### src/design/mpbd_pkg.sv
// Shared widths and reset constants for the max-per-bucket level downsampler.
// No dependencies; imported by every module of the block.
package mpbd_pkg;

    localparam int COUNT_W = 16;
    localparam int LEVEL_W = 8;
    localparam int COLUMN_W = 10;

    localparam int DEFAULT_OUT_COLUMNS = 720;
    localparam logic [COUNT_W-1:0] RESET_SOURCE_COUNT = 16'd720;

endpackage

### src/design/mpbd_divider.sv
// Two-stage constant divider that splits a source count into the per-bucket
// quotient and remainder by OUT_COLUMNS. Depends on mpbd_pkg.
module mpbd_divider
    import mpbd_pkg::*;
#(
    parameter int OUT_COLUMNS = DEFAULT_OUT_COLUMNS,
    localparam int REM_W = $clog2(OUT_COLUMNS + 1)
)
(
    input  logic               clk,
    input  logic               rst_n,
    input  logic               load,
    input  logic [COUNT_W-1:0] count,
    output logic [COUNT_W-1:0] step_quotient,
    output logic [REM_W-1:0]   step_remainder
);

    localparam int SHIFT = COUNT_W + $clog2(OUT_COLUMNS);
    localparam int RECIP_W = COUNT_W + 2;
    localparam int PROD_W = COUNT_W + RECIP_W;
    localparam longint unsigned RECIP_FULL =
        ((64'd1 << SHIFT) + 64'(OUT_COLUMNS) - 64'd1) / 64'(OUT_COLUMNS);
    localparam logic [RECIP_W-1:0] RECIP = RECIP_W'(RECIP_FULL);
    localparam int RESET_EFF = (RESET_SOURCE_COUNT == '0) ? 1 : int'(RESET_SOURCE_COUNT);
    localparam logic [COUNT_W-1:0] RESET_Q = COUNT_W'(RESET_EFF / OUT_COLUMNS);
    localparam logic [REM_W-1:0] RESET_R = REM_W'(RESET_EFF % OUT_COLUMNS);

    logic [COUNT_W-1:0] eff_count;
    logic [PROD_W-1:0]  product;
    logic [COUNT_W-1:0] count_reg;
    logic [COUNT_W-1:0] quot_reg;
    logic               stage_valid_reg;
    logic [COUNT_W-1:0] quot_times_cols;
    logic [COUNT_W-1:0] step_quotient_reg;
    logic [REM_W-1:0]   step_remainder_reg;

    // The reciprocal is rounded up with enough fraction bits to be exact for
    // every 16-bit count.
    assign eff_count = (count == '0) ? COUNT_W'(1) : count;
    assign product = PROD_W'(eff_count) * PROD_W'(RECIP);
    assign quot_times_cols = COUNT_W'(quot_reg * COUNT_W'(OUT_COLUMNS));

    always_ff @(posedge clk)
    begin
        if (load)
        begin
            count_reg <= eff_count;
            quot_reg <= COUNT_W'(product >> SHIFT);
        end
    end

    always_ff @(posedge clk or negedge rst_n)
    begin
        if (!rst_n)
        begin
            stage_valid_reg <= 1'b0;
            step_quotient_reg <= RESET_Q;
            step_remainder_reg <= RESET_R;
        end
        else
        begin
            stage_valid_reg <= load;
            if (stage_valid_reg)
            begin
                step_quotient_reg <= quot_reg;
                step_remainder_reg <= REM_W'(count_reg - quot_times_cols);
            end
        end
    end

    assign step_quotient = step_quotient_reg;
    assign step_remainder = step_remainder_reg;

endmodule

### src/design/max_per_bucket_level_downsampler.sv
// Max-per-bucket level downsampler, top level.
// Depends on mpbd_pkg and mpbd_divider.
//
// The block takes 8-bit levels and registers each result into a two-entry
// output stage, so the input keeps flowing while a result waits. A write to
// source_count restarts the record and holds in_ready low while the setup
// counter runs down and the divider pipeline produces the new bucket step;
// otherwise one item is accepted every cycle while the skid entry is empty.
module max_per_bucket_level_downsampler
    import mpbd_pkg::*;
#(
    parameter int OUT_COLUMNS = DEFAULT_OUT_COLUMNS
)
(
    input  logic                clk,
    input  logic                rst_n,
    input  logic                cfg_write,
    input  logic [COUNT_W-1:0]  cfg_data,
    input  logic                in_valid,
    output logic                in_ready,
    input  logic [LEVEL_W-1:0]  sample_level,
    output logic                out_valid,
    input  logic                out_ready,
    output logic [LEVEL_W-1:0]  level,
    output logic [COLUMN_W-1:0] column,
    output logic                last
);

    localparam int REM_W = $clog2(OUT_COLUMNS + 1);
    localparam int WIDE_W = (REM_W > COLUMN_W) ? REM_W : COLUMN_W;
    localparam int RESET_EFF = (RESET_SOURCE_COUNT == '0) ? 1 : int'(RESET_SOURCE_COUNT);
    localparam logic [COUNT_W-1:0] RESET_Q = COUNT_W'(RESET_EFF / OUT_COLUMNS);
    localparam logic [REM_W-1:0] RESET_R = REM_W'(RESET_EFF % OUT_COLUMNS);
    localparam logic [1:0] SETUP_CYCLES = 2'd2;

    logic [COUNT_W-1:0] source_count_reg;
    logic [COUNT_W-1:0] sample_index_reg;
    logic [REM_W-1:0]   column_index_reg;
    logic [LEVEL_W-1:0] running_max_reg;
    logic [COUNT_W-1:0] bucket_end_reg;
    logic [REM_W-1:0]   bucket_remainder_reg;
    logic [1:0]         setup_cnt_reg;

    logic [COUNT_W-1:0] step_quotient;
    logic [REM_W-1:0]   step_remainder;

    logic               out_valid_reg;
    logic [LEVEL_W-1:0] out_level_reg;
    logic [COLUMN_W-1:0] out_column_reg;
    logic               out_last_reg;
    logic               skid_valid_reg;
    logic [LEVEL_W-1:0] skid_level_reg;
    logic [COLUMN_W-1:0] skid_column_reg;
    logic               skid_last_reg;

    logic [COUNT_W-1:0] eff_count;
    logic               pass_mode;
    logic               accept;
    logic [COUNT_W-1:0] idx_inc;
    logic               is_last;
    logic               bucket_done;
    logic [LEVEL_W-1:0] max_val;
    logic               produce;
    logic [LEVEL_W-1:0] res_level;
    logic [COLUMN_W-1:0] res_column;
    logic [WIDE_W-1:0]  column_wide;
    logic [REM_W:0]     rem_sum;
    logic               rem_wrap;
    logic [REM_W-1:0]   bucket_remainder_next;
    logic [COUNT_W-1:0] bucket_end_next;
    logic               push;
    logic               taken;
    logic               out_load;
    logic               skid_load;

    mpbd_divider #(
        .OUT_COLUMNS (OUT_COLUMNS)
    ) u_divider (
        .clk            (clk),
        .rst_n          (rst_n),
        .load           (cfg_write),
        .count          (cfg_data),
        .step_quotient  (step_quotient),
        .step_remainder (step_remainder)
    );

    assign eff_count = (source_count_reg == '0) ? COUNT_W'(1) : source_count_reg;
    assign pass_mode = (eff_count <= COUNT_W'(OUT_COLUMNS));
    assign in_ready = (setup_cnt_reg == '0) && !skid_valid_reg;
    assign accept = in_valid && in_ready;

    assign idx_inc = sample_index_reg + COUNT_W'(1);
    assign is_last = (idx_inc == eff_count);
    assign bucket_done = (idx_inc == bucket_end_reg);
    assign max_val = (sample_level > running_max_reg) ? sample_level : running_max_reg;
    assign produce = pass_mode || bucket_done;

    assign column_wide = WIDE_W'(column_index_reg);
    assign res_level = pass_mode ? sample_level : max_val;
    assign res_column = pass_mode ? sample_index_reg[COLUMN_W-1:0]
                                  : column_wide[COLUMN_W-1:0];

    assign rem_sum = {1'b0, bucket_remainder_reg} + {1'b0, step_remainder};
    assign rem_wrap = (rem_sum >= (REM_W + 1)'(OUT_COLUMNS));
    assign bucket_remainder_next = rem_wrap ? REM_W'(rem_sum - (REM_W + 1)'(OUT_COLUMNS))
                                            : REM_W'(rem_sum);
    assign bucket_end_next = bucket_end_reg + step_quotient + COUNT_W'(rem_wrap);

    assign push = accept && produce;
    assign taken = out_valid_reg && out_ready;
    assign out_load = push && (!out_valid_reg || taken);
    assign skid_load = push && out_valid_reg && !taken;

    always_ff @(posedge clk or negedge rst_n)
    begin
        if (!rst_n)
        begin
            source_count_reg <= RESET_SOURCE_COUNT;
            sample_index_reg <= '0;
            column_index_reg <= '0;
            running_max_reg <= '0;
            bucket_end_reg <= RESET_Q;
            bucket_remainder_reg <= RESET_R;
            setup_cnt_reg <= '0;
            out_valid_reg <= 1'b0;
            skid_valid_reg <= 1'b0;
        end
        else
        begin
            out_valid_reg <= skid_valid_reg || push || (out_valid_reg && !taken);
            skid_valid_reg <= skid_load || (skid_valid_reg && !taken);

            if (cfg_write)
            begin
                source_count_reg <= cfg_data;
                sample_index_reg <= '0;
                column_index_reg <= '0;
                running_max_reg <= '0;
                setup_cnt_reg <= SETUP_CYCLES;
            end
            else if (setup_cnt_reg != '0)
            begin
                setup_cnt_reg <= setup_cnt_reg - 2'd1;
                if (setup_cnt_reg == 2'd1)
                begin
                    bucket_end_reg <= step_quotient;
                    bucket_remainder_reg <= step_remainder;
                end
            end
            else if (accept)
            begin
                if (is_last && produce)
                begin
                    sample_index_reg <= '0;
                    column_index_reg <= '0;
                    running_max_reg <= '0;
                    bucket_end_reg <= step_quotient;
                    bucket_remainder_reg <= step_remainder;
                end
                else if (pass_mode)
                begin
                    sample_index_reg <= idx_inc;
                end
                else if (bucket_done)
                begin
                    sample_index_reg <= idx_inc;
                    running_max_reg <= '0;
                    column_index_reg <= column_index_reg + REM_W'(1);
                    bucket_end_reg <= bucket_end_next;
                    bucket_remainder_reg <= bucket_remainder_next;
                end
                else
                begin
                    sample_index_reg <= idx_inc;
                    running_max_reg <= max_val;
                end
            end
        end
    end

    always_ff @(posedge clk)
    begin
        if (out_load)
        begin
            out_level_reg <= res_level;
            out_column_reg <= res_column;
            out_last_reg <= is_last;
        end
        else if (skid_valid_reg && taken)
        begin
            out_level_reg <= skid_level_reg;
            out_column_reg <= skid_column_reg;
            out_last_reg <= skid_last_reg;
        end
        if (skid_load)
        begin
            skid_level_reg <= res_level;
            skid_column_reg <= res_column;
            skid_last_reg <= is_last;
        end
    end

    assign out_valid = out_valid_reg;
    assign level = out_level_reg;
    assign column = out_column_reg;
    assign last = out_last_reg;

`ifndef NO_ASSERTIONS
    assert property (@(posedge clk) disable iff (!rst_n)
        skid_valid_reg |-> out_valid_reg)
        else $error("Skid entry held while the output register is empty.");

    assert property (@(posedge clk) disable iff (!rst_n)
        cfg_write |=> (sample_index_reg == '0) && (column_index_reg == '0)
                      && (running_max_reg == '0))
        else $error("Record state not cleared after a source count write.");

    assert property (@(posedge clk) disable iff (!rst_n)
        bucket_remainder_reg < REM_W'(OUT_COLUMNS))
        else $error("Bucket remainder reached the column count.");

    assert property (@(posedge clk) disable iff (!rst_n)
        (setup_cnt_reg == '0) && !pass_mode |-> sample_index_reg < bucket_end_reg)
        else $error("Sample index passed the current bucket end.");

    assert property (@(posedge clk) disable iff (!rst_n)
        push && pass_mode |=> out_valid_reg)
        else $error("Pass-through item produced no result.");
`endif

endmodule

### config.mk
export PLATFORM = sky130hd
export DESIGN_NAME = max_per_bucket_level_downsampler
export DESIGN_NICKNAME = d
export VERILOG_FILES = /design/src/design/mpbd_pkg.sv /design/src/design/mpbd_divider.sv /design/src/design/max_per_bucket_level_downsampler.sv
export SDC_FILE = /design/constraint.sdc
export NUM_CORES = 1
export LEC_CHECK = 0
export ABC_AREA = 1
export ABC_CLOCK_PERIOD_IN_PS = 13000
export BUFFER_PORTS_ARGS = -buffer_cell sky130_fd_sc_hd__buf_2
export CORE_MARGIN = 3
export CORE_UTILIZATION = 45
export CTS_CLUSTER_SIZE = 20
export DETAILED_ROUTE_END_ITERATION = 12
export PLACE_DENSITY = 0.66
export SETUP_SLACK_MARGIN = 0.1
export SLEW_MARGIN = 5
export SYNTH_ARGS = -nofsm -noshare
export SYNTH_HDL_FRONTEND = slang
export SYNTH_HIERARCHICAL = 1
export SYNTH_SLANG_ARGS = --single-unit
### constraint.sdc
create_clock -name clk -period 13 [get_ports clk]
set_input_delay 2.6 -clock clk [delete_from_list [all_inputs] [get_ports clk]]
set_output_delay 2.6 -clock clk [all_outputs]
set_load 0.02 [all_outputs]
After elaboration in Yosys (flattened, before gate mapping)

Index checks and enable logic that the tools add are counted.

$add $sub $neg: 8
Multiply operators: 2
$lt $le $gt $ge: 3
Equality and inequality tests: 7
Multiplexer cells: 42
Bitwise gates (word level): 1
Reductions and logical operators: 33

Operators by type and width:

| operator                                                                               | number |
|---|---|
| 16-bit 2-to-1 mux                                                                      | 12 |
| 10-bit 2-to-1 mux                                                                      | 16 |
| 8-bit 2-to-1 mux                                                                       | 10 |
| 16-bit by 17-bit multiplier with 33-bit output (second input constant)                 | 1 |
| 16-bit == test                                                                         | 2 |
| 16-bit zero test                                                                       | 2 |
| 16-bit by 1-bit adder with 16-bit output                                               | 1 |
| 16-bit by 1-bit adder with 16-bit output (second input constant)                       | 1 |
| 16-bit by 7-bit adder with 16-bit output                                               | 1 |
| 16-bit by 10-bit <= comparator with 1-bit output (second input constant)               | 1 |
| 10-bit by 10-bit adder with 11-bit output                                              | 1 |
| 11-bit by 10-bit greater-or-equal comparator with 1-bit output (second input constant) | 1 |
| 1-bit logical AND                                                                      | 11 |
| 10-bit by 1-bit adder with 10-bit output (second input constant)                       | 1 |
| 2-bit nonzero test                                                                     | 5 |
| 10-bit subtractor                                                                      | 1 |
| 10-bit subtractor (second input constant)                                              | 1 |
| 8-bit greater-than comparator                                                          | 1 |
| 7-bit by 6-bit multiplier with 6-bit output (second input constant)                    | 1 |
| 3-bit nonzero test                                                                     | 2 |
| 1-bit logical OR                                                                       | 5 |
| 5-bit AND reduction                                                                    | 1 |
| 2-bit 2-to-1 mux                                                                       | 2 |
| 4-bit AND reduction                                                                    | 1 |
| other kinds (12)                                                                       | 15 |

Register bits after elaboration: 153
Input port bits: 29
Output and inout bits: 21

Depth between registers and ports, before layout

Depth in word-level cells: 9
Mapped depth: 30
Mapped depth without buffers: 30

By module

Netlist, hierarchy kept.

By module, submodules not included:

| module                           | instances | cells an instance | area an instance (sq um) | seq. area each (sq um) |
|---|---|---|---|---|
| max_per_bucket_level_downsampler | 1         | 1115              | 7991.4                   | 3149.3 |
| mpbd_divider                     | 1         | 834               | 6967.9                   | 962.2 |

Least setup slack after synthesis

OpenSTA, ideal clock, no wires.

Path type: input to register
From: input cfg_data[4]
To: register u_divider.quot_reg[4] (data pin)
Setup time: 0.252 ns
Data arrival time: 7.261 ns
Slack: 5.487 ns
Cell stages on the path: 26
Path through: inv_1 > ha_1 > nand3_1 > inv_1 > nand3_1 > inv_1 > buf_2 > nor2_1 > ha_1 > inv_1 > fa_1 > inv_1 > fa_1 > fa_1 > fa_1 > inv_1 > fa_1 > inv_1 > ha_1 > nand2_1 > nor2_1 > nand3_1 > nor3_1 > nand2_1 > nand3_1 > nand2_1

Word-level cells in the longest chain between the ends: 3

Ends and longest elaborated chain:

| what                                               | line                                   | source |
|---|---|---|
| start, declared                                    | max_per_bucket_level_downsampler.sv:18 | `input logic [COUNT_W-1:0] cfg_data,` |
| 16-bit zero test                                   | mpbd_divider.sv:39                     | `assign eff_count = (count == '0) ? COUNT_W'(1) : count;` |
| 16-bit 2-to-1 mux (*)                              | mpbd_divider.sv:39                     |  |
| 16-bit by 17-bit multiplier with 33-bit output (*) | mpbd_divider.sv:40                     | `assign product = PROD_W'(eff_count) * PROD_W'(RECIP);` |
| named net u_divider.product[30]                    | mpbd_divider.sv:29                     | `logic [PROD_W-1:0] product;` |
| end signal, assigned                               | mpbd_divider.sv:48                     | `quot_reg <= COUNT_W'(product >> SHIFT);` |
| end, declared                                      | mpbd_divider.sv:31                     | `logic [COUNT_W-1:0] quot_reg;` |

The timed path passes the listed nets; every way through them passes the cells marked *.
A chain may end at the register's enable or synchronous reset.

Worst setup path after layout

From: input cfg_data[7]
To: register u_divider.quot_reg[3] (data pin)

Word-level cells in the longest chain between the ends: 3

Ends and longest elaborated chain:

| what                                           | line               | source |
|---|---|---|
| 16-bit zero test                               | mpbd_divider.sv:39 |  |
| 16-bit 2-to-1 mux                              | mpbd_divider.sv:39 |  |
| named net u_divider.eff_count[5]               | mpbd_divider.sv:28 | `logic [COUNT_W-1:0] eff_count;` |
| 16-bit by 17-bit multiplier with 33-bit output | mpbd_divider.sv:40 |  |
| named net u_divider.product[29]                | mpbd_divider.sv:29 |  |

The timed path passes the listed nets, and every way through them passes these cells.

==> impl_metrics.env <==
export IMPL_timing_critical_path_from="cfg_data[7]"
export IMPL_required_ps=13200
export IMPL_worst_r2r_cell_count=29
export IMPL_rows=66
export IMPL_dr_pass1_iters=5
export IMPL_outcome="completed"
export IMPL_num_vias=12438
export IMPL_ant_nets=0
export IMPL_multi_input_area_mm2=0.00937
export IMPL_cap_viol_max_count=0
export IMPL_path_delay_family="adder cells"
export IMPL_grt_max_degree=77
export IMPL_pin_count=50
export IMPL_p_switching_w=0.00178
export IMPL_grt_pass1_wl_um=62200
export IMPL_register_area_mm2=0.00411
export IMPL_worst_pin_slew_ps=995
export IMPL_r2r_start="u_divider/step_remainder[0]$_DFFE_PN0P_"
export IMPL_stdcell_count=2442
export IMPL_synth_cell_type_count=48
export IMPL_ys_top_cells_by_area="ha_1 (16%), dfrtp_1 (15%), nand2_1 (15%)"
export IMPL_min_period_ps=7830
export IMPL_synth_largest_area_cell="ha_1"
export IMPL_clk_pin_slew_worst_paths_ps=70
export IMPL_place_inst=2410
export IMPL_seq_area_frac_synth=0.275
export IMPL_clkLatencyLatePin_ps=450
export IMPL_drt_iter0_drc=646
export IMPL_synth_area_mm2=0.0150
export IMPL_hp_start="u_divider/count_reg[3]$_DFFE_PP_"
export IMPL_synth_common_cells="nand2_1 (596), inv_1 (339), ha_1 (191), nor2_1 (112), o21ai_0 (107)"
export IMPL_fmax_mhz=128
export IMPL_pwr_share_seq=0.202
export IMPL_yosysWarnings=6
export IMPL_path_max_fanout=11
export IMPL_numCtsBuffers=17
export IMPL_cellLeakagePower_nw=8.53
export IMPL_cts_buffer_depth=2
export IMPL_core_area_mm2=0.0326
export IMPL_cts_sinks=153
export IMPL_setup_viol=0
export IMPL_route_detailed_drc=0
export IMPL_yosys_most_used_dff="dfrtp_1"
export IMPL_final_net_count=2295
export IMPL_cts_tree="done"
export IMPL_grt_ovfl_total=0
export IMPL_diodes=0
export IMPL_wl_per_cell_um=15.4
export IMPL_netlist_instances=1949
export IMPL_ys_ff_latch=153
export IMPL_post_route_period_util=0.602
export IMPL_powerDensity_mw_per_mm2=219
export IMPL_critPathKind="input pin to register"
export IMPL_dpl_hpwl_um=30900
export IMPL_synth_top_area_share=0.160
export IMPL_cp_buffers_inverters=8
export IMPL_portBuffers=49
export IMPL_holdPathStages=2
export IMPL_crit_slowest_cell="fa_1"
export IMPL_dieArea_mm2=0.0355
export IMPL_area_delta_synth_final_pct=8.34
export IMPL_intPower_w=0.00177
export IMPL_fp_dieH_um=188
export IMPL_yosysMostFrequentCell="nand2_1"
export IMPL_path_common_cell="inv_1"
export IMPL_drive_gt1_frac=0.0665
export IMPL_cts_hold_buf=0
export IMPL_floorplan_initialDensity=0.459
export IMPL_worstSetupEndpointType="register"
export IMPL_fin_setup_tns_ps=0
export IMPL_async_reset_ff_frac=0.641
export IMPL_pwr_share_comb=0.649
export IMPL_grt_util_all_layers=0.219
export IMPL_critPathMaxStageDelay_ps=560
export IMPL_hold_class="register to register"
export IMPL_power_w=0.00355
export IMPL_clock_power_share=0.149
export IMPL_root_buffer="clkbuf_16"
export IMPL_cts_resized=0
export IMPL_arrival_ps=8020
export IMPL_ir_worst_vdd_uv=179
export IMPL_post_drt_via_cell_ratio=5.09
export IMPL_grt_pass1_vias=12437
export IMPL_max_slew_margin_rel=0.337
export IMPL_drv_slew=0
export IMPL_ctsHtreeMaxLevel=4
export IMPL_r2r_slack_ps=7620
export IMPL_hold_viol=0
export IMPL_switching_share=0.501
export IMPL_grt_setup_unrepaired="false"
export IMPL_gp_congestion=0.921
export IMPL_worstHoldEndpoint="u_divider/step_remainder[3]$_DFFE_PN0P_"
export IMPL_synth_avg_cell_area_um2=7.68
export IMPL_postCtsSetupBuffers=0
export IMPL_clock_skew_ps=20.7
export IMPL_die_width_um=188
export IMPL_antenna_found_initial=0
export IMPL_reg2reg_to="bucket_end_reg[12]$_DFFE_PN0P_"
export IMPL_routed_wl_um=37600
export IMPL_synth_edf_count=55
export IMPL_fillCellCount=3166
export IMPL_worst_setup_path_start_kind="input pin"
cell families after synthesis:
family | Yosys count | synth area share
buffers and inverters | 383 | 0.101
AO/OA/AOI/OAI | 219 | 0.0806
adder cells (fa/ha/maj) | 279 | 0.278
other | 1 | 0.000251
AND/OR/NAND/NOR | 882 | 0.246
XOR/XNOR | 32 | 0.0197
flip-flops | 153 | 0.275
worst register-to-register path: cells and delay by family (launching register included):
kind	cells	cell delay, ps
adders and majority gates	5	1790
xor gates and xnor gates	1	190
AOI/OAI and AO/OA	3	490
DFF	1	400
and+or+nand+nor	17	2100
buffers and inverters	3	320
through the flow:
step,cell area (µm²),utilization,setup slack [ps],hold slack [ps]
after global placement,15600,0.478,4690,436
after detailed placement,15600,0.478,4710,438
final,16200,0.497,5170,438
after CTS,16200,0.497,5180,441
after floorplan,15000,-,5490,425
after global routing,16200,0.497,4810,465
cell usage in the layout (no fill, tap or decap), types with 7 or more instances in the layout:
cell type and n:
buf_2 48, nand2_1 596, inv_1 339, o21ai_0 107
a21oi_1 57, dfrtp_1 92, nand3b_1 8, nor3_1 10
clkbuf_16 17, nand3_1 96, o22ai_1 14, nand4_1 16
nand2_2 16, nor2_1 112, ha_1 191, nor2_2 7
xor2_1 18, xnor2_1 13, edfxtp_1 55, o21ai_1 8
conb_1 9, a21o_1 7, fa_1 88
layout make-up:
type,instances,area share
Multi-Input combinational cell,1421,0.578
Clock buffer,18,0.0265
Timing Repair Buffer,54,0.0176
Clock inverter,14,0.0113
Tap cell,442,0.0341
Sequential cell,153,0.254
Inverter,340,0.0787
layer usage:
metal / up-vias / share of wire / GRT usage
li1: 6251 / - / -
met1: 5854 / 0.44 / 0.272
met2: 267 / 0.49 / 0.389
met3: 66 / 0.034 / 0.0283
met4: 0 / 0.033 / 0.0802
met5: - / 0 / 0
how the worst max path moves through the flow:
stage	end	slack, ps	cells after the start
finish	u_divider/quot_reg[3]$_DFFE_PP_	5170	25
global route	u_divider/quot_reg[3]$_DFFE_PP_	4810	25
CTS	u_divider/quot_reg[3]$_DFFE_PP_	5180	25
detailed placement	u_divider/quot_reg[3]$_DFFE_PP_	4710	25
global placement	u_divider/quot_reg[3]$_DFFE_PP_	4690	25
floorplan	u_divider/quot_reg[4]$_DFFE_PP_	5490	26
power groups by stage:
stage	registers [W]	logic (W)	clock network, W
after detailed placement	0.000724	0.00229	0
after global routing	0.000727	0.00267	0.000560
after floorplan	0.000681	0.00178	0
after CTS	0.000715	0.00230	0.000539
final	0.000716	0.00230	0.000530
after global placement	0.000720	0.00225	0
(Power assumes the default switching activity.)
